### src/rtl/core/cos_pkg.sv
package cos_pkg;
   localparam int CoordW = 32;
   localparam int RadW = 31;
   localparam int SumW = 48;
   localparam int CntW = 9;
   localparam int HitW = 8;
   localparam int SelfIdxW = 8;
   localparam int CsrIdxW = 3;
   localparam int CsrDataW = 32;

   typedef enum logic [CsrIdxW-1:0] {
      CSR_SELF_X = 3'd0,
      CSR_SELF_Y = 3'd1,
      CSR_SELF_RADIUS = 3'd2,
      CSR_SELF_INDEX = 3'd3,
      CSR_COLLISION_ENABLE = 3'd4
   } csr_idx_type;

   typedef struct packed {
      logic signed [CoordW-1:0] self_x;
      logic signed [CoordW-1:0] self_y;
      logic [RadW-1:0] self_radius;
      logic [SelfIdxW-1:0] self_index;
      logic collision_enable;
   } cfg_type;

   typedef struct packed {
      logic cand;
      logic last;
      logic neg_x;
      logic neg_y;
      logic [31:0] adx;
      logic [31:0] ady;
      logic [31:0] rsum;
   } entry_type;

   typedef struct packed {
      logic start;
      logic [6:0] iters;
      logic [31:0] rem;
      logic [63:0] shift;
      logic [31:0] divisor;
   } div_req_type;

   typedef struct packed {
      logic busy;
      logic done;
      logic [63:0] quo;
   } div_rsp_type;

   typedef enum logic [4:0] {
      ST_IDLE, ST_DISPATCH, ST_SQ_X, ST_SQ_Y, ST_SQ_R, ST_CHECK, ST_SQRT, ST_HIT,
      ST_MUL_X, ST_DIVX_GO, ST_DIVX_WAIT, ST_MUL_Y, ST_DIVY_GO, ST_DIVY_WAIT,
      ST_END_CHK, ST_MEANX_GO, ST_MEANX_WAIT, ST_MEANY_GO, ST_MEANY_WAIT, ST_OUT
   } back_state_type;
endpackage

### src/rtl/core/cos_fifo.sv
module cos_fifo import cos_pkg::*; (
   input logic clock,
   input logic reset,
   input logic push,
   input entry_type push_entry,
   input logic pop,
   output logic full,
   output logic not_empty,
   output entry_type head
);
   localparam int Depth = 4;
   localparam int PtrW = 2;

   entry_type mem_ff [Depth];
   logic [PtrW-1:0] wr_ff, rd_ff;
   logic [PtrW:0] cnt_ff;

   assign full = (cnt_ff == (PtrW+1)'(Depth));
   assign not_empty = (cnt_ff != '0);
   assign head = mem_ff[rd_ff];

   always_ff @(posedge clock) begin
      if (push) begin
         mem_ff[wr_ff] <= push_entry;
      end
   end

   always_ff @(posedge clock) begin
      if (reset) begin
         wr_ff <= '0;
         rd_ff <= '0;
         cnt_ff <= '0;
      end else begin
         if (push) begin
            wr_ff <= wr_ff + 1'b1;
         end
         if (pop) begin
            rd_ff <= rd_ff + 1'b1;
         end
         cnt_ff <= cnt_ff + (PtrW+1)'(push) - (PtrW+1)'(pop);
      end
   end
endmodule

### config.mk
export PLATFORM = sky130hd
export DESIGN_NAME = cos_fifo
export DESIGN_NICKNAME = d
export VERILOG_FILES = /design/src/rtl/core/cos_pkg.sv /design/src/rtl/core/cos_fifo.sv
export SDC_FILE = /design/constraint.sdc
export NUM_CORES = 1
export LEC_CHECK = 0
export ABC_AREA = 1
export BUFFER_PORTS_ARGS = -buffer_cell sky130_fd_sc_hd__buf_2
export CELL_PAD_IN_SITES_DETAIL_PLACEMENT = 0
export CELL_PAD_IN_SITES_GLOBAL_PLACEMENT = 1
export CORE_AREA = 2 2 199 201
export CTS_CLUSTER_SIZE = 30
export DETAILED_ROUTE_END_ITERATION = 6
export DIE_AREA = 0 0 201 203
export PLACE_DENSITY_LB_ADDON = 0.25
export REMOVE_ABC_BUFFERS = 1
export SETUP_SLACK_MARGIN = 0.3
export SLEW_MARGIN = 5
export SYNTH_ARGS = -nofsm -noshare
export SYNTH_HDL_FRONTEND = slang
export SYNTH_SLANG_ARGS = --single-unit
### constraint.sdc
create_clock -name clock -period 3 [get_ports clock]
set_clock_uncertainty 0.05 [all_clocks]
set_input_delay 0.3 -clock clock [delete_from_list [all_inputs] [get_ports clock]]
set_output_delay 0.3 -clock clock [all_outputs]
set_load 0.01 [all_outputs]
==> impl_metrics.ini, run 1 <==
[outcome]
status = finished, final reports clean

[clock_tree]
cts-buffers-inserted = 43
insertion_delay_ps = 530
cts_max_level = 2
cts_max_path_buffers = 3
clk_pin_slew_ps = 60
cts_setup_buffers = 0
clock-root-buffer = clkbuf_16
cts.sinks = 409
cts_tree = built

[synthesis]
yosysSeqAreaShare = 0.757
ys_ff_latch = 409
syn_area_per_cell_um2 = 13.2
synthCells = 1222
synth_area_um2 = 16100
yosys_warnings = 0
synth_cell_types = 15

[floorplan]
start_util = 0.419
num_rows = 72
dieArea_um2 = 40800
top_level_ports = 206
die_y_um = 203
die_w_um = 201
core_area_um2 = 38500

[timing]
period_share = 0.817
period_minus_slack_ps = 2450
slew_violations = 0
setup_viol = 0
finalHoldViolations = 0
max_freq_mhz = 408
rsz0062_at_grt = false
hold_slack_ps = 103
tightestPinTransition_ps = 644
slew_headroom = 0.571

[grt]
grt_pass1_vias = 9430
grt_pass1_wl_mm = 51.4
grt_antenna_before_repair = 1
grt_overflow = 0
grtUsageTotal = 0.160
grt_max_degree = 93

[cells_and_area]
multi_input_area_um2 = 2700
final_common_cell = edfxtp_1
final_cells = 2085
fillers = 3332
drive_above_1_share = 0.188
layout_common_cells = edfxtp_1, inv_1, nand2_1
syn_to_final_growth_pct = 24.7
seq_area_um2 = 12200
final_core_util = 0.522
fin_nets = 1642

[pwr]
internal_power_w = 0.00992
p_comb_frac = 0.099
swShare = 0.229
powerDensity_nw_per_um2 = 641
power_frac_clock = 0.387
switchingPower_w = 0.00294
p_leak_nw = 7.81
sequentialPowerShare = 0.514
finalPower_w = 0.0129
ir_worst_vdd_v = 0.000428

[drt]
drc = 0
ant_nets = 0
vias = 9772
wl_mm = 32.8
viasPerCell = 4.69
wl_per_cell_um = 15.7
initialDrtViolationCount = 538
dr.pass1.iters = 4

[setup_path]
arrival_ps = 2100
slowest_delay_ps = 660
cp-end-kind = primary output
path_class = reg -> out
cp_slowest_cell = dfxtp_4
cp_num_buf_inv = 2
crit_fanout = 42
critical_path.top_delay_family = flip-flops
startpoint_type = flop
cp_cell_sequence = buf_4 -> a21oi_1 -> o21ai_0 -> nand2_1 -> buf_2
cp.required_ps = 2650
rr_startpoint = wr_ff[0]

[placement]
dp_hpwl_mm = 19.3
dp.cells = 1902
gp_congestion = 0.740
numPortBuffers = 205

[worst_hold_path]
hp-start = push
hp-class = in -> reg

[run]
drv_cap = 0
[layer usage]
layer	wire (µm)	track usage	up-vias
met2	15400	0.261	219
met1	14900	0.218	4624
li1	-	-	4874
met4	697	0.0466	0
met3	1800	0.0337	55
met5	0	0	-
[cell families after synthesis]
group | count (synthesis) | synth area share
buf+inv | 282 | 0.0748
simple gates | 214 | 0.0501
fa+ha+maj | 7 | 0.00591
flops | 409 | 0.757
compound gates | 310 | 0.112
[path summary, 6_finish.rpt]
| path | depth (start not counted) | end | slack [ps] |
|---|---|---|---|
| worst max-delay path | 5 | head[0] | 550 |
| worst max register to register | 5 | mem_ff[2][78] | 1120 |
| worst min register to register | 2 | flop | 410 |
| worst min-delay path | 3 | wr_ff[1] | 100 |
[power by group through the flow]
| stage | Clock [W] | Combinational [W] | Sequential, W |
|---|---|---|---|
| final | 0.00498 | 0.00127 | 0.00661 |
| after global routing | 0.00534 | 0.00143 | 0.00663 |
| after CTS | 0.00513 | 0.00130 | 0.00661 |
| after detailed placement | 0 | 0.00119 | 0.00673 |
| after global placement | 0 | 0.00117 | 0.00673 |
| after floorplan | 0 | 0.000584 | 0.00682 |
[cell type report]
cell class                      count  share of cell area
Clock buffer                       56              0.0576
Inverter                          216              0.0409
Clock inverter                     24             0.00892
Multi-Input combinational cell    531               0.135
Sequential cell                   409               0.608
Antenna cell                        1            0.000125
Timing Repair Buffer              330               0.118
Tap cell                          518              0.0323
[Yosys cell counts (all sizes together)]
cell type,instances,area (µm²)
buf,65,390
nand3,2,10.0
fa,1,20.0
dfxtp,9,180
a21oi,106,531
nand2,208,781
o21ai,104,521
edfxtp,400,12000
inv,216,811
ha,6,75.1
clkbuf,1,3.75
nor2,4,15.0
o211ai,100,751
[registers in the layout, indices dropped and copies added (netlist names), named ones only]
signal,flops
mem_ff,400
rd_ff,2
wr_ff,2
cnt_ff,3
[worst reg2reg max path: stages, from the launching register on]
cell	delay (ps)
dfxtp_1	320
inv_1	120
ha_1	160
nand2_1	80
inv_4	490
buf_4	370
[stage by stage]
step | setup WS, ps | area [µm²] | TNS [ps]
after CTS | 451 | 20100 | 0
final | 548 | 20100 | 0
after global placement | 1060 | 17700 | 0
after floorplan | -4450 | 15700 | -449090
after detailed placement | 1030 | 17700 | 0
after global routing | 350 | 20100 | 0
[timing repair]
item,4_1_cts,5_1_grt
hold buffers,102,0
hold endpoints to repair,404,0
endpoints found under the setup margin,0,1
gates resized for setup,0,1
(Power assumes the default switching activity.)
==> run 2, diff against run 1 <==
--- a/config.mk
+++ b/config.mk
@@ -9,10 +9,10 @@
 export BUFFER_PORTS_ARGS = -buffer_cell sky130_fd_sc_hd__buf_2
 export CELL_PAD_IN_SITES_DETAIL_PLACEMENT = 0
 export CELL_PAD_IN_SITES_GLOBAL_PLACEMENT = 1
-export CORE_AREA = 2 2 199 201
+export CORE_AREA = 2 2 189 191
 export CTS_CLUSTER_SIZE = 30
 export DETAILED_ROUTE_END_ITERATION = 6
-export DIE_AREA = 0 0 201 203
+export DIE_AREA = 0 0 191 193
 export PLACE_DENSITY_LB_ADDON = 0.25
 export REMOVE_ABC_BUFFERS = 1
 export SETUP_SLACK_MARGIN = 0.3
==> constraint.sdc (replaced) <==
create_clock -name clock -period 2.4 [get_ports clock]
set_clock_uncertainty 0.05 [all_clocks]
set_input_delay 0.24 -clock clock [delete_from_list [all_inputs] [get_ports clock]]
set_output_delay 0.24 -clock clock [all_outputs]
set_load 0.01 [all_outputs]
==> impl_metrics.ini, run 2 (synthesized netlist as in run 1, its figures left out) <==
[timing]
period_minus_slack_ps = 2080
max_freq_mhz = 480
tightestPinTransition_ps = 549
period_share = 0.868
slew_violations = 0
setup_viol = 0
hold_slack_ps = 70.4
slew_headroom = 0.634
rsz0062_at_grt = true
finalHoldViolations = 0

[placement]
dp.cells = 1841
gp_congestion = 0.732
dp_hpwl_mm = 17.7
numPortBuffers = 205

[cells_and_area]
fillers = 2782
top_regs = mem_ff (400), cnt_ff (3)
n_antenna_cell = 0
syn_to_final_growth_pct = 27.1
final_cells = 2035
largest_reg_flops = 400
layout_common_cells = edfxtp_1, inv_1, nand2_1
drive_above_1_share = 0.197
final_common_cell = edfxtp_1
regMostFlops = mem_ff
fin_nets = 1652

[pwr]
ir_worst_vdd_v = 0.000588
powerDensity_nw_per_um2 = 811
p_leak_nw = 8.02

[grt]
grt_pass1_wl_mm = 51.6
grt_antenna_before_repair = 0
grt_max_degree = 93
grtUsageTotal = 0.180
grt_overflow = 0
grt_pass1_vias = 9631

[drt]
wl_per_cell_um = 16.6
dr.pass1.iters = 5
viasPerCell = 4.85
drc = 0
vias = 9862
wl_mm = 33.8
initialDrtViolationCount = 683
ant_nets = 0

[clock_tree]
cts.sinks = 409
clock-root-buffer = clkbuf_16
cts_max_path_buffers = 3
insertion_delay_ps = 520
cts_max_level = 2
cts_tree = built
clk_pin_slew_ps = 60
cts-buffers-inserted = 43

[setup_path]
arrival_ps = 1790
startpoint_type = flop
path_class = reg -> out
cp.required_ps = 2110
crit_fanout = 7
cp-end-kind = primary output

[floorplan]
top_level_ports = 206
core_area_um2 = 35000
dieArea_um2 = 36900
start_util = 0.460
die_y_um = 193
die_w_um = 191
num_rows = 69

[worst_hold_path]
hp-class = in -> reg

[outcome]
status = finished, final reports clean

[run]
drv_cap = 0
run 2: cell types whose count changed in the layout (fill, tap and decap cells not counted), sizes merged:
cell      delta
diode        -1
bufinv       +3
bufbuf       +1
clkinvlp     -2
buf          +6
clkbuf       +3
clkinv       -2
inv          -1
run 2: cell type report:
cell class | count | area (µm²) | area share
multi-input cells | 531 | 2720 | 0.133
clock inverters | 22 | 224 | 0.0109
inverters | 216 | 821 | 0.0401
clock buffers | 56 | 1200 | 0.0585
flip-flops and latches | 409 | 12200 | 0.596
well taps | 461 | 577 | 0.0282
repair buffers | 340 | 2730 | 0.133
run 2: worst paths after layout:
| kind | slack (ps) | startpoint | cells past startpoint | end |
|---|---|---|---|---|
| max | 320 | flop | 7 | head[38] |
| min | 70 | push | 3 | wr_ff[1] |
| max reg2reg | 720 | wr_ff[0] | 5 | mem_ff[0][27] |
| min reg2reg | 420 | rd_ff[1] | 2 | rd_ff[1] |
run 2: layer usage:
metal | global-route usage | wire (µm)
met1 | 0.242 | 15100
met2 | 0.305 | 16300
met3 | 0.0357 | 1860
met4 | 0.0438 | 568
met5 | 0 | 0
run 2: stage by stage:
stage	utilization	TNS [ps]	setup slack (ps)	total power (W)	area, µm²
final	0.585	0	317	0.0166	20500
after detailed placement	0.505	0	698	0.00990	17700
after global placement	0.505	0	706	0.00988	17700
after global routing	0.585	0	229	0.0172	20500
after floorplan	-	-738380	-4990	0.00925	15700
after CTS	0.582	0	287	0.0167	20300
run 2: what timing repair did:
action                                 in CTS  in global routing
pin swaps                                   1                  1
buffers inserted                            5                  1
cloned                                      5                  3
endpoints found under the hold margin     406                  0
hold buffers                              102                  0
resized for setup                           7                 24
setup endpoints to repair                  62                 95
run 2: power breakdown:
group	switching [W]	internal (W)	leakage, nW
registers	0.0000711	0.00817	3.75
logic	0.00105	0.000706	3.57
clock network	0.00256	0.00404	0.702
run 2: worst max-delay path: stages, from the launching register on:
cell,delay [ps]
dfxtp_4,400
buf_4,160
clkbuf_16,150
buf_4,130
a21oi_1,140
o21ai_1,90
nand2_1,80
buf_2,130
