==> src/rtl/core/cos_pkg.sv <==
package cos_pkg;
   localparam int CoordW = 32;
   localparam int RadW = 31;
   localparam int SumW = 48;
   localparam int CntW = 9;
   localparam int HitW = 8;
   localparam int SelfIdxW = 8;
   localparam int CsrIdxW = 3;
   localparam int CsrDataW = 32;

   typedef enum logic [CsrIdxW-1:0] {
      CSR_SELF_X = 3'd0,
      CSR_SELF_Y = 3'd1,
      CSR_SELF_RADIUS = 3'd2,
      CSR_SELF_INDEX = 3'd3,
      CSR_COLLISION_ENABLE = 3'd4
   } csr_idx_type;

   typedef struct packed {
      logic signed [CoordW-1:0] self_x;
      logic signed [CoordW-1:0] self_y;
      logic [RadW-1:0] self_radius;
      logic [SelfIdxW-1:0] self_index;
      logic collision_enable;
   } cfg_type;

   typedef struct packed {
      logic cand;
      logic last;
      logic neg_x;
      logic neg_y;
      logic [31:0] adx;
      logic [31:0] ady;
      logic [31:0] rsum;
   } entry_type;

   typedef struct packed {
      logic start;
      logic [6:0] iters;
      logic [31:0] rem;
      logic [63:0] shift;
      logic [31:0] divisor;
   } div_req_type;

   typedef struct packed {
      logic busy;
      logic done;
      logic [63:0] quo;
   } div_rsp_type;

   typedef enum logic [4:0] {
      ST_IDLE, ST_DISPATCH, ST_SQ_X, ST_SQ_Y, ST_SQ_R, ST_CHECK, ST_SQRT, ST_HIT,
      ST_MUL_X, ST_DIVX_GO, ST_DIVX_WAIT, ST_MUL_Y, ST_DIVY_GO, ST_DIVY_WAIT,
      ST_END_CHK, ST_MEANX_GO, ST_MEANX_WAIT, ST_MEANY_GO, ST_MEANY_WAIT, ST_OUT
   } back_state_type;
endpackage

==> src/rtl/core/cos_if.sv <==
interface cos_req_if;
   import cos_pkg::*;
   logic valid;
   logic ready;
   logic signed [CoordW-1:0] other_x;
   logic signed [CoordW-1:0] other_y;
   logic [RadW-1:0] other_radius;
   logic last_circle;
   modport source (output valid, other_x, other_y, other_radius, last_circle, input ready);
   modport sink (input valid, other_x, other_y, other_radius, last_circle, output ready);
endinterface


==> src/rtl/core/cos_front.sv <==
module cos_front import cos_pkg::*; #(
   parameter int MAX_CIRCLES = 256
) (
   input logic clock,
   input logic reset,
   input cfg_type cfg,
   cos_req_if.sink req_if,
   input logic fifo_full,
   output logic push,
   output entry_type push_entry
);
   localparam int IdxW = (MAX_CIRCLES > 2) ? $clog2(MAX_CIRCLES) : 1;
   localparam int CmpW = (IdxW > SelfIdxW) ? IdxW : SelfIdxW;

   logic [IdxW-1:0] idx_ff, idx_in;
   logic signed [32:0] dx, dy;
   logic [32:0] adx, ady;
   logic [31:0] rsum;
   logic accept;

   assign req_if.ready = !fifo_full;
   assign accept = req_if.valid && req_if.ready;
   assign push = accept;

   always_comb begin
      dx = 33'(cfg.self_x) - 33'(req_if.other_x);
      dy = 33'(cfg.self_y) - 33'(req_if.other_y);
      adx = dx[32] ? 33'(-dx) : 33'(dx);
      ady = dy[32] ? 33'(-dy) : 33'(dy);
      rsum = 32'(cfg.self_radius) + 32'(req_if.other_radius);
      push_entry.cand = cfg.collision_enable && (CmpW'(idx_ff) != CmpW'(cfg.self_index))
         && (adx < {1'b0, rsum}) && (ady < {1'b0, rsum});
      push_entry.last = req_if.last_circle;
      push_entry.neg_x = dx[32];
      push_entry.neg_y = dy[32];
      push_entry.adx = adx[31:0];
      push_entry.ady = ady[31:0];
      push_entry.rsum = rsum;
   end

   always_comb begin
      idx_in = idx_ff;
      if (accept) begin
         if (req_if.last_circle || idx_ff == IdxW'(MAX_CIRCLES - 1)) begin
            idx_in = '0;
         end else begin
            idx_in = idx_ff + 1'b1;
         end
      end
   end

   always_ff @(posedge clock) begin
      if (reset) begin
         idx_ff <= '0;
      end else begin
         idx_ff <= idx_in;
      end
   end
endmodule

==> src/flat_wrapper.sv <==
// flat-port wrapper written by rule: the top's interface ports become plain ports
module cos_front_flat import cos_pkg::*;
#(
   parameter int MAX_CIRCLES = 256
)
  (clock, reset, cfg, fifo_full, push, push_entry, req_if_valid, req_if_other_x, req_if_other_y, req_if_other_radius, req_if_last_circle, req_if_ready);
  cos_req_if req_if_i ();
  input logic clock;
  input logic reset;
  input cfg_type cfg;
  input logic fifo_full;
  output logic push;
  output entry_type push_entry;
  input wire logic [$bits(req_if_i.valid)-1:0] req_if_valid;
  input wire logic [$bits(req_if_i.other_x)-1:0] req_if_other_x;
  input wire logic [$bits(req_if_i.other_y)-1:0] req_if_other_y;
  input wire logic [$bits(req_if_i.other_radius)-1:0] req_if_other_radius;
  input wire logic [$bits(req_if_i.last_circle)-1:0] req_if_last_circle;
  output wire logic [$bits(req_if_i.ready)-1:0] req_if_ready;
  assign req_if_i.valid = req_if_valid;
  assign req_if_i.other_x = req_if_other_x;
  assign req_if_i.other_y = req_if_other_y;
  assign req_if_i.other_radius = req_if_other_radius;
  assign req_if_i.last_circle = req_if_last_circle;
  assign req_if_ready = req_if_i.ready;
  cos_front #(.MAX_CIRCLES(MAX_CIRCLES)) u_core (.clock(clock), .reset(reset), .cfg(cfg), .req_if(req_if_i), .fifo_full(fifo_full), .push(push), .push_entry(push_entry));
endmodule
==> config.mk <==
export PLATFORM = sky130hd
export DESIGN_NAME = cos_front_flat
export DESIGN_NICKNAME = d
export VERILOG_FILES = /design/src/rtl/core/cos_pkg.sv /design/src/rtl/core/cos_if.sv /design/src/rtl/core/cos_front.sv /design/src/flat_wrapper.sv
export SDC_FILE = /design/constraint.sdc
export NUM_CORES = 1
export LEC_CHECK = 0
export BUFFER_PORTS_ARGS = -buffer_cell sky130_fd_sc_hd__clkbuf_2
export CAP_MARGIN = 20
export CORE_MARGIN = 1.5
export CORE_UTILIZATION = 54
export CTS_CLUSTER_SIZE = 28
export DETAILED_ROUTE_END_ITERATION = 7
export PLACE_DENSITY = 0.85
export SLEW_MARGIN = 20
export SYNTH_ARGS = -nofsm -noshare
export SYNTH_HDL_FRONTEND = slang
export SYNTH_SLANG_ARGS = --single-unit
==> constraint.sdc <==
create_clock -name clock -period 6.7 [get_ports clock]
set_clock_uncertainty 0.1 [all_clocks]
set_input_delay 0 -clock clock [delete_from_list [all_inputs] [get_ports clock]]
set_output_delay 0 -clock clock [all_outputs]
set_load 0.05 [all_outputs]
==> impl_metrics.toml, run 1 <==
[synthesis]
async_flop_share_pct = 0
ys_ff_latch = 8
synthFlopType = "dfxtp_1"
postSynthAreaPerCell_um2 = 6.91
syn_inst = 1336
synth-edff-count = 0
synth_nets = 1703
ys_seq_area_share_pct = 1.74
syn_area_mm2 = 0.00923
ys_types = 83
yosys_warnings = 0

[setup_path]
arrival_ns = 6.01
end_kind = "output pin"
r2r_end = "u_core.idx_ff[6]$_SDFFE_PP0P_"
worstSetupEndpoint = "push_entry[99]"
critical_path.max_fanout = 8
crit_type = "in2out"
cpLargestDelayFamily = "compound AO/OA/AOI/OAI gates"
path_common_cell = "o21ai_0"
critPathBufInv = 4
r2r_cells = 4
path_depth = 26
max_stage_delay_ns = 0.41
reg2reg_slack_ns = 5.28
critPathLaunch = "cfg[72]"
cp_slowest_cell = "fa_1"
startpoint_type = "primary input"
r2r-start = "u_core.idx_ff[0]$_SDFFE_PP0P_"
worstPathRequired_ns = 6.60

[placed_design]
dp_cells = 1820
hpwl_mm = 26.3
placed_area_mm2 = 0.0109
port_buffers = 305
gp_congestion = 0.959

[min_path]
hp-class = "in2reg"

[routing]
wire_per_inst_um = 16.5
drt-pass1-iter-count = 5
antenna_left = 0
vias = 11100
drt-initial-drc-count = 762
drc = 0
drt-total-wl_mm = 30.1
via_per_inst = 6.08

[clock_network]
holdBufCountCts = 1
cts_resized = 0
clk_path_buf_depth = 2
post_cts_buffers = 0
cts_buffers = 3
htree_levels = 1
cts_tree = "built"
cts.sinks = 8
clk-insertion-delay-late_ns = 0.23
clk_pin_slew_ns = 0.04
cts-root-buf = "clkbuf_16"

[flow_run]
cap_violations = 0

[timing]
drv_slew = 0
slew_headroom_pct = 42.2
tns_ns = 0
fmax_ghz = 0.164
hold_violations = 0
setup_violations = 0
period_share_pct = 91.2
min_period_ns = 6.11
worstMarginPinSlew_ns = 0.857
rsz0062_at_grt = "no"

[cells_and_area]
finalInstanceArea_mm2 = 0.0109
drive_gt1_share_pct = 21.5
n_antenna_cell = 0
largest_reg_flops = 8
nNetsFinal = 1973
largest-register = "u_core.idx_ff"
layout_commonest_cell = "clkbuf_2"
layout_common_cells = "clkbuf_2 (305), ha_1 (160), inv_1 (124), nor2_1 (113), a21oi_1 (103)"
final_util_pct = 65.8
final_cells = 1824
area_delta_synth_final_pct = 18.6
reg_top3 = "u_core.idx_ff: 8 flops"

[floorplanning]
die_h_um = 134
dieArea_mm2 = 0.0179
die_w_um = 134
core_area_mm2 = 0.0166
pin_count = 306
fp-row-count = 47
initial_core_util_pct = 55.4

[power]
p_leak_nw = 5.58
powerDensity_mw_per_mm2 = 229
ir_drop_mv = 0.230

[grt]
grt_max_degree = 22
antenna_found_initial = 0
grt_pass1_vias = 10200
track_usage_pct = 32.2
grt_overflow = 0
grt_first_pass_wirelength_mm = 47.8

[run_status]
status = "finished clean"
[metal layers]
| metal | wire length (um) | vias to the layer above | GRT usage [%] |
|---|---|---|---|
| met2 | 14100 | 533 | 57.5 |
| met5 | 0 | - | 0 |
| met4 | 1460 | 0 | 13.3 |
| met3 | 2080 | 95 | 3.31 |
| li1 | - | 5448 | - |
| met1 | 12500 | 5011 | 39.3 |
[cell families after synthesis]
family / share of synthesized area (%)
AND/OR/NAND/NOR: 22.9
buffers and inverters: 7.07
multiplexers: 0.719
XOR/XNOR: 13.5
adder cells (fa/ha/maj): 22.4
AO/OA/AOI/OAI: 31.7
flip-flops: 1.74
[final cells by class]
class | count | area, um2
inverters | 125 | 469
well taps | 220 | 275
fillers | 1494 | 5700
clock buffers | 3 | 75.1
flip-flops and latches | 8 | 160
repair buffers | 308 | 1550
multi-input cells | 1160 | 8410
[synth_stat cells, drive strengths merged, types with 6 or more instances]
cell | instances | share of area [%]
xor2 | 42 | 4.0
o311ai | 6 | 0.57
or2 | 8 | 0.54
nand4 | 24 | 1.6
a21o | 67 | 5.5
xnor2 | 100 | 9.5
dfxtp | 8 | 1.7
a21oi | 104 | 5.7
a31oi | 21 | 1.4
buf | 11 | 0.66
a311oi | 7 | 0.66
nand2 | 91 | 3.7
o211ai | 14 | 1.2
o21bai | 11 | 0.90
a211oi | 12 | 0.98
o21a | 19 | 1.5
nor2 | 113 | 4.6
nor2b | 14 | 0.95
or3 | 13 | 0.99
nand2b | 15 | 1.0
o41ai | 6 | 0.81
ha | 160 | 22
inv | 124 | 5.0
o21ai | 83 | 4.5
o31ai | 12 | 0.98
and2 | 14 | 0.95
a21boi | 6 | 0.49
and3 | 9 | 0.61
a2111oi | 12 | 1.6
nor3 | 32 | 1.7
nand3 | 45 | 2.4
a221oi | 6 | 0.57
nor4 | 11 | 0.88
clkbuf | 32 | 1.3
[how the worst min path moves through the flow]
stage / start / to / cells past startpoint / slack (ns)
finish: req_if_last_circle / u_core.idx_ff[6]$_SDFFE_PP0P_ / 3 / 0.03
global placement: req_if_last_circle / push_entry[98] / 2 / 0.22
detailed placement: req_if_last_circle / push_entry[98] / 2 / 0.22
CTS: req_if_last_circle / u_core.idx_ff[6]$_SDFFE_PP0P_ / 3 / 0.04
floorplan: req_if_last_circle / push_entry[98] / 1 / 0.07
global route: req_if_last_circle / u_core.idx_ff[6]$_SDFFE_PP0P_ / 3 / 0.06
[power breakdown]
| part | internal [mW] | total (mW) | switching (mW) |
|---|---|---|---|
| clock network | 0.0770 | 0.101 | 0.0239 |
| logic | 0.718 | 2.36 | 1.64 |
| registers | 0.0486 | 0.0496 | 0.00100 |
[stage by stage]
step | hold slack, ns | power [mW] | worst slack [ns]
global placement | 0.215 | 2.33 | 0.781
detailed placement | 0.220 | 2.37 | 0.673
CTS | 0.0377 | 2.48 | 0.649
global route | 0.0551 | 2.69 | 0.0876
floorplan | 0.0671 | 1.79 | 0.0523
finish | 0.0342 | 2.51 | 0.592
[worst register-to-register path: stages, from the launching register on]
cell and delay [ns]:
dfxtp_1 0.41, ha_1 0.22, nand3_1 0.12, or3_1 0.37
a21oi_1 0.13
(Power assumes the default switching activity.)
==> run 2, diff against run 1 <==
--- a/config.mk
+++ b/config.mk
@@ -5,13 +5,14 @@
 export SDC_FILE = /design/constraint.sdc
 export NUM_CORES = 1
 export LEC_CHECK = 0
+export ABC_AREA = 1
 export BUFFER_PORTS_ARGS = -buffer_cell sky130_fd_sc_hd__clkbuf_2
 export CAP_MARGIN = 20
 export CORE_MARGIN = 1.5
-export CORE_UTILIZATION = 54
+export CORE_UTILIZATION = 55
 export CTS_CLUSTER_SIZE = 28
 export DETAILED_ROUTE_END_ITERATION = 7
-export PLACE_DENSITY = 0.85
+export PLACE_DENSITY = 0.83
 export SLEW_MARGIN = 20
 export SYNTH_ARGS = -nofsm -noshare
 export SYNTH_HDL_FRONTEND = slang
==> run 2 against run 1 <==
Wire length is 34% higher. Critical path depth is 10 higher. Hold slack worse by 0.018 ns. Count of clock-buffer cells in the layout stayed put. Final cell count is 52% higher. Setup slack better by 1.6 ns. First-iteration DRC count is 31% higher. Clock power hardly changed. Flip-flop and latch count stayed put. Synthesized area is 24% higher. Core utilization is 0.23 points lower. Maximum frequency is 34% higher. Critical path type unchanged. Largest cell class unchanged. Largest power group unchanged. Highest routed layer unchanged.
==> impl_metrics.toml, run 2 <==
[cells_and_area]
n_antenna_cell = 0
finalInstanceArea_mm2 = 0.0133
final_util_pct = 65.5
largest_reg_flops = 8
largest-register = "u_core.idx_ff"
reg_top3 = "u_core.idx_ff: 8 flops"
layout_common_cells = "nand2_1 (756), inv_1 (471), clkbuf_2 (305), nor2_1 (189), ha_1 (160)"
final_cells = 2777
area_delta_synth_final_pct = 16.6
drive_gt1_share_pct = 16.5
layout_commonest_cell = "nand2_1"
nNetsFinal = 2876

[placed_design]
dp_cells = 2773
hpwl_mm = 36.4
port_buffers = 305
placed_area_mm2 = 0.0132
dpl_worst_slack_ns = 2.26
gp_congestion = 0.993

[setup_path]
crit_type = "in2out"
arrival_ns = 4.44
critical_path.max_fanout = 33
max_stage_delay_ns = 0.47
end_kind = "output pin"
cp_slowest_cell = "fa_1"
path_common_cell = "nand2_1"
worstPathRequired_ns = 6.60
startpoint_type = "primary input"

[synthesis]
syn_inst = 2206
postSynthAreaPerCell_um2 = 5.17
ys_seq_area_share_pct = 1.40
synth-edff-count = 0
synth_area_leaders = "nand2_1 (25%), ha_1 (18%), inv_1 (15%), nand3_1 (6.5%), nor2_1 (6.2%)"
ys_types = 46
ys_ff_latch = 8
yosysTopAreaCellShare_pct = 24.9
yosys_warnings = 0
yosysMostFrequentCell = "nand2_1"
synthTopCellsByCount = "nand2_1 (756), inv_1 (471), nor2_1 (189)"
yosys.area.top_type = "nand2_1"
syn_area_mm2 = 0.0114
async_flop_share_pct = 0
synthFlopType = "dfxtp_1"
synth_nets = 2573

[floorplanning]
core_area_mm2 = 0.0203
pin_count = 306
fp-row-count = 52
die_w_um = 147
die_h_um = 147
initial_core_util_pct = 56.2
dieArea_mm2 = 0.0216

[routing]
vias = 14600
drt-initial-drc-count = 997
via_per_inst = 5.26
drc = 0
drt-pass1-iter-count = 5
drt-total-wl_mm = 40.2
antenna_left = 0
wire_per_inst_um = 14.5

[timing]
setup_violations = 0
worstMarginPinSlew_ns = 0.728
period_share_pct = 67.8
hold_violations = 0
timing.final.ws_setup_ns = 2.16
slew_headroom_pct = 51.1
tns_ns = 0
rsz0062_at_grt = "no"
min_period_ns = 4.54
fmax_ghz = 0.220
drv_slew = 0

[power]
internal_power_mw = 0.813
p_clk_share_pct = 3.8
p_leak_nw = 8.55
comb_power_share_pct = 94.4
switching_share_pct = 69.6
powerDensity_mw_per_mm2 = 201
power.switching_mw = 1.86
ir_drop_mv = 0.153
pwr-share-seq_pct = 1.8

[clock_network]
htree_levels = 1
cts_buffers = 3
cts.sinks = 8
cts_resized = 0
cts_tree = "built"
clk_path_buf_depth = 2
cts-root-buf = "clkbuf_16"
clk-insertion-delay-late_ns = 0.23
clk_pin_slew_ns = 0.04

[grt]
grt_pass1_vias = 13300
grt_overflow = 0
track_usage_pct = 36.2
antenna_found_initial = 0
grt_first_pass_wirelength_mm = 64.1
grt_max_degree = 34

[min_path]
hp-class = "in2reg"

[flow_run]
cap_violations = 0

[run_status]
status = "finished clean"
-- run 2: layout make-up --
class	instances	area, um2
Multi-Input combinational cell	1704	9370
Timing Repair Buffer	306	1540
Tap cell	270	338
Fill cell	2064	7000
Sequential cell	8	160
Clock buffer	3	75.1
Inverter	486	1830
-- run 2: power by group through the flow --
stage          logic [mW]  clock network (mW)  registers [mW]
5_1_grt              2.75               0.105          0.0492
3_5_place_dp         2.48                   0          0.0499
4_1_cts              2.49               0.102          0.0492
2_1_floorplan        1.84                   0          0.0498
3_3_place_gp         2.43                   0          0.0499
6_report             2.52               0.102          0.0492
-- run 2: repair_timing --
action,4_1_cts,5_1_grt
buffers inserted,0,0
hold buffers,1,0
endpoints found under the hold margin,1,0
-- run 2: per-stage QoR --
stage               hold slack (ns)  total power, mW
floorplan                    0.0671             1.89
global placement              0.177             2.48
detailed placement            0.177             2.53
CTS                          0.0127             2.64
global route                 0.0326             2.91
finish                       0.0162             2.68
-- run 2: cell families (layout without fill, tap and decap cells) --
logic type | after synthesis | after routing | share of synthesized area (%)
AND/OR/NAND/NOR | 1266 | 1266 | 48.1
buffers and inverters | 494 | 795 | 16.6
AO/OA/AOI/OAI | 195 | 195 | 9.70
adder cells (fa/ha/maj) | 163 | 163 | 18.1
XOR/XNOR | 80 | 80 | 6.14
flip-flops | 8 | 8 | 1.40
-- run 2: path summary, 6_finish.rpt --
kind | startpoint | to | slack (ns) | cells past startpoint
setup / recovery | cfg[40] | push_entry[99] | 2.16 | 36
hold / removal | req_if_last_circle | u_core.idx_ff[6]$_SDFFE_PP0P_ | 0.02 | 3
setup reg to reg | u_core.idx_ff[2]$_SDFFE_PP0P_ | u_core.idx_ff[7]$_SDFFE_PP0P_ | 5.03 | 6
hold reg to reg | u_core.idx_ff[0]$_SDFFE_PP0P_ | u_core.idx_ff[0]$_SDFFE_PP0P_ | 0.39 | 2
-- run 2: layer usage --
metal | up-vias | global-route usage [%] | wire length [um]
met5 | - | 0 | 0
met4 | 0 | 10.9 | 1360
met3 | 83 | 3.54 | 3610
met2 | 651 | 61.0 | 17700
met1 | 6403 | 48.8 | 17600
li1 | 7457 | - | -
-- run 2: worst max-delay path, delay by kind of cell --
family                   cells  cell delay (ns)
AO/OA/AOI/OAI                1             0.12
XOR/XNOR                     1             0.36
adder cells (fa/ha/maj)      3             0.92
buffers and inverters        6             0.70
AND/OR/NAND/NOR             25             2.30
==> run 3, diff against run 2 <==
--- a/config.mk
+++ b/config.mk
@@ -9,10 +9,10 @@
 export BUFFER_PORTS_ARGS = -buffer_cell sky130_fd_sc_hd__clkbuf_2
 export CAP_MARGIN = 20
 export CORE_MARGIN = 1.5
-export CORE_UTILIZATION = 55
+export CORE_UTILIZATION = 51
 export CTS_CLUSTER_SIZE = 28
 export DETAILED_ROUTE_END_ITERATION = 7
-export PLACE_DENSITY = 0.83
+export PLACE_DENSITY = 0.81
 export SLEW_MARGIN = 20
 export SYNTH_ARGS = -nofsm -noshare
 export SYNTH_HDL_FRONTEND = slang
==> constraint.sdc (replaced) <==
create_clock -name clock -period 3.85 [get_ports clock]
set_clock_uncertainty 0.1 [all_clocks]
set_input_delay 0 -clock clock [delete_from_list [all_inputs] [get_ports clock]]
set_output_delay 0 -clock clock [all_outputs]
set_load 0.05 [all_outputs]
==> run 3 against run 2 <==
The flow now finishes with violations (negative setup slack). Non-clock buffer count grew 258. Final cell count grew 9.7%. Flip-flop and latch count is the same. Clock power grew 71%. Die area grew 7.7%. Via count grew 13%. Sequential share of layout area shrank 0.25 points. Count of clock-buffer cells in the layout is the same. Critical path type unchanged. Largest cell class unchanged.
==> impl_metrics.toml, run 3 (same netlist as run 2, synthesis figures left out) <==
[min_path]
holdPathStages = 3
hp-class = "in2reg"

[grt]
grt_overflow = 0
track_usage_pct = 37.4
grt_pass1_vias = 15100
grt_max_degree = 24
antenna_found_initial = 0
grt_first_pass_wirelength_mm = 72.3

[timing]
fmax_ghz = 0.234
period_share_pct = 111
setup_violations = 2
min_period_ns = 4.27
tns_ns = -0.530
timing.final.ws_setup_ns = -0.419
rsz0062_at_grt = "yes"
slew_headroom_pct = 49.2
hold_violations = 0
drv_slew = 0
worstMarginPinSlew_ns = 0.760

[floorplanning]
initial_core_util_pct = 52.1
pin_count = 306
die_h_um = 153
core_area_mm2 = 0.0219
fp-row-count = 54
dieArea_mm2 = 0.0233
die_w_um = 153

[cells_and_area]
multi_input_area_mm2 = 0.0109
largest-register = "u_core.idx_ff"
n_antenna_cell = 0
drive_gt1_share_pct = 33.0
nNetsFinal = 3135
reg_top3 = "u_core.idx_ff: 8 flops"
register_area_um2 = 160
layout_common_cells = "nand2_1 (707), inv_1 (452), clkbuf_2 (303), buf_4 (250), nor2_1 (154)"
largest_reg_flops = 8
final_util_pct = 76.8
layout_commonest_cell = "nand2_1"
area_delta_synth_final_pct = 47.4
n_fill_cell = 1729

[setup_path]
cp_slowest_cell = "fa_2"
end_kind = "output pin"
cpLargestDelayFamily = "simple AND/OR/NAND/NOR gates"
r2r_cells = 6
path_depth = 36
critPathBufInv = 6
arrival_ns = 4.17
max_stage_delay_ns = 0.36
critical_path.max_fanout = 6
worstPathRequired_ns = 3.75
path_common_cell = "nand2_1"
crit_type = "in2out"
startpoint_type = "primary input"

[routing]
wire_per_inst_um = 16.4
via_per_inst = 5.43
vias = 16500
drt-initial-drc-count = 1415
drt-total-wl_mm = 50.1
drc = 0
antenna_left = 0
drt-pass1-iter-count = 6

[power]
pwr-share-seq_pct = 1.4
ir_drop_mv = 0.375
comb_power_share_pct = 95.8
internal_power_mw = 2.30
switching_share_pct = 63.0
p_clk_share_pct = 2.8
power.switching_mw = 3.92
powerDensity_mw_per_mm2 = 370
p_leak_nw = 9.98

[placed_design]
port_buffers = 305
gp_congestion = 0.958
hpwl_mm = 38.4

[run_status]
violations = "negative setup slack"
status = "complete, but fails checks"

[clock_network]
cts_buffers = 3
clk_path_buf_depth = 2
htree_levels = 1
cts_tree = "built"
cts.sinks = 8
clk_pin_slew_ns = 0.04
cts-root-buf = "clkbuf_16"
clk-insertion-delay-late_ns = 0.23

[flow_run]
cap_violations = 0
[run 3: cell count changes in the layout (fill, tap and decap cells not counted), moves of 18 or more]
| cell | change |
|---|---|
| nand3_1 | -22 |
| a21oi_1 | -22 |
| nor2_1 | -35 |
| ha_4 | +43 |
| inv_1 | -19 |
| nand2_2 | +41 |
| a21oi_2 | +21 |
| nor2_2 | +20 |
| buf_4 | +250 |
| nand2_1 | -49 |
| xor2_1 | -18 |
| ha_1 | -52 |
[run 3: path summary, 6_finish.rpt]
path	from	to	slack [ns]
setup / recovery	cfg[72]	push_entry[99]	-0.42
hold / removal	req_if_last_circle	u_core.idx_ff[6]$_SDFFE_PP0P_	0.03
setup reg to reg	u_core.idx_ff[2]$_SDFFE_PP0P_	u_core.idx_ff[7]$_SDFFE_PP0P_	2.15
hold reg to reg	u_core.idx_ff[0]$_SDFFE_PP0P_	u_core.idx_ff[0]$_SDFFE_PP0P_	0.39
[run 3: cell type report]
type,count,area share (%)
Clock buffer,3,0.446
Inverter,486,10.9
Multi-Input combinational cell,1705,64.6
Sequential cell,8,0.952
Tap cell,280,2.08
Timing Repair Buffer,564,21.0
[run 3: per-layer routing]
layer  GRT usage [%]  vias to the layer above  part of all wire [%]
li1                -                     7956                     -
met1            47.2                     7410                    39
met2            65.0                      955                    47
met3            3.78                      206                   9.4
met4            15.0                        0                   5.1
met5               0                        -                     0
[run 3: worst reg2reg max path, stage by stage (launching register included)]
cell and delay, ns:
dfxtp_1 0.37, inv_1 0.07, nor4_1 0.54, nand3_1 0.21, o21bai_1 0.16, o21ai_0 0.09, nor2_1 0.09
[run 3: metrics by stage]
stage | setup WS, ns | hold WS (ns) | total power, mW | cells | area, um2
finish | -0.419 | 0.0267 | 6.23 | 3046 | 16800
global route | -0.584 | 0.0432 | 6.59 | 3046 | 16800
CTS | -0.0321 | 0.0166 | 5.50 | 3023 | 15800
detailed placement | -0.192 | 0.189 | 5.01 | 2976 | 14900
global placement | -0.0984 | 0.186 | 4.91 | 2976 | 14900
floorplan | 0.0259 | 0.0671 | 3.37 | 2206 | 11700
[run 3: power groups by stage]
| stage | Combinational, mW | Clock [mW] | Sequential (mW) |
|---|---|---|---|
| 4_1_cts | 5.24 | 0.175 | 0.0856 |
| 5_1_grt | 6.33 | 0.177 | 0.0856 |
| 6_report | 5.97 | 0.174 | 0.0856 |
| 2_1_floorplan | 3.29 | 0 | 0.0867 |
| 3_5_place_dp | 4.92 | 0 | 0.0869 |
| 3_3_place_gp | 4.83 | 0 | 0.0868 |
[run 3: what timing repair did]
item,4_1_cts,5_1_grt
pin swaps,58,90
hold endpoints to repair,1,0
endpoints found under the setup margin,1,2
gates resized for setup,103,182
cloned,1,0
hold buffers,1,0
setup buffers,42,23
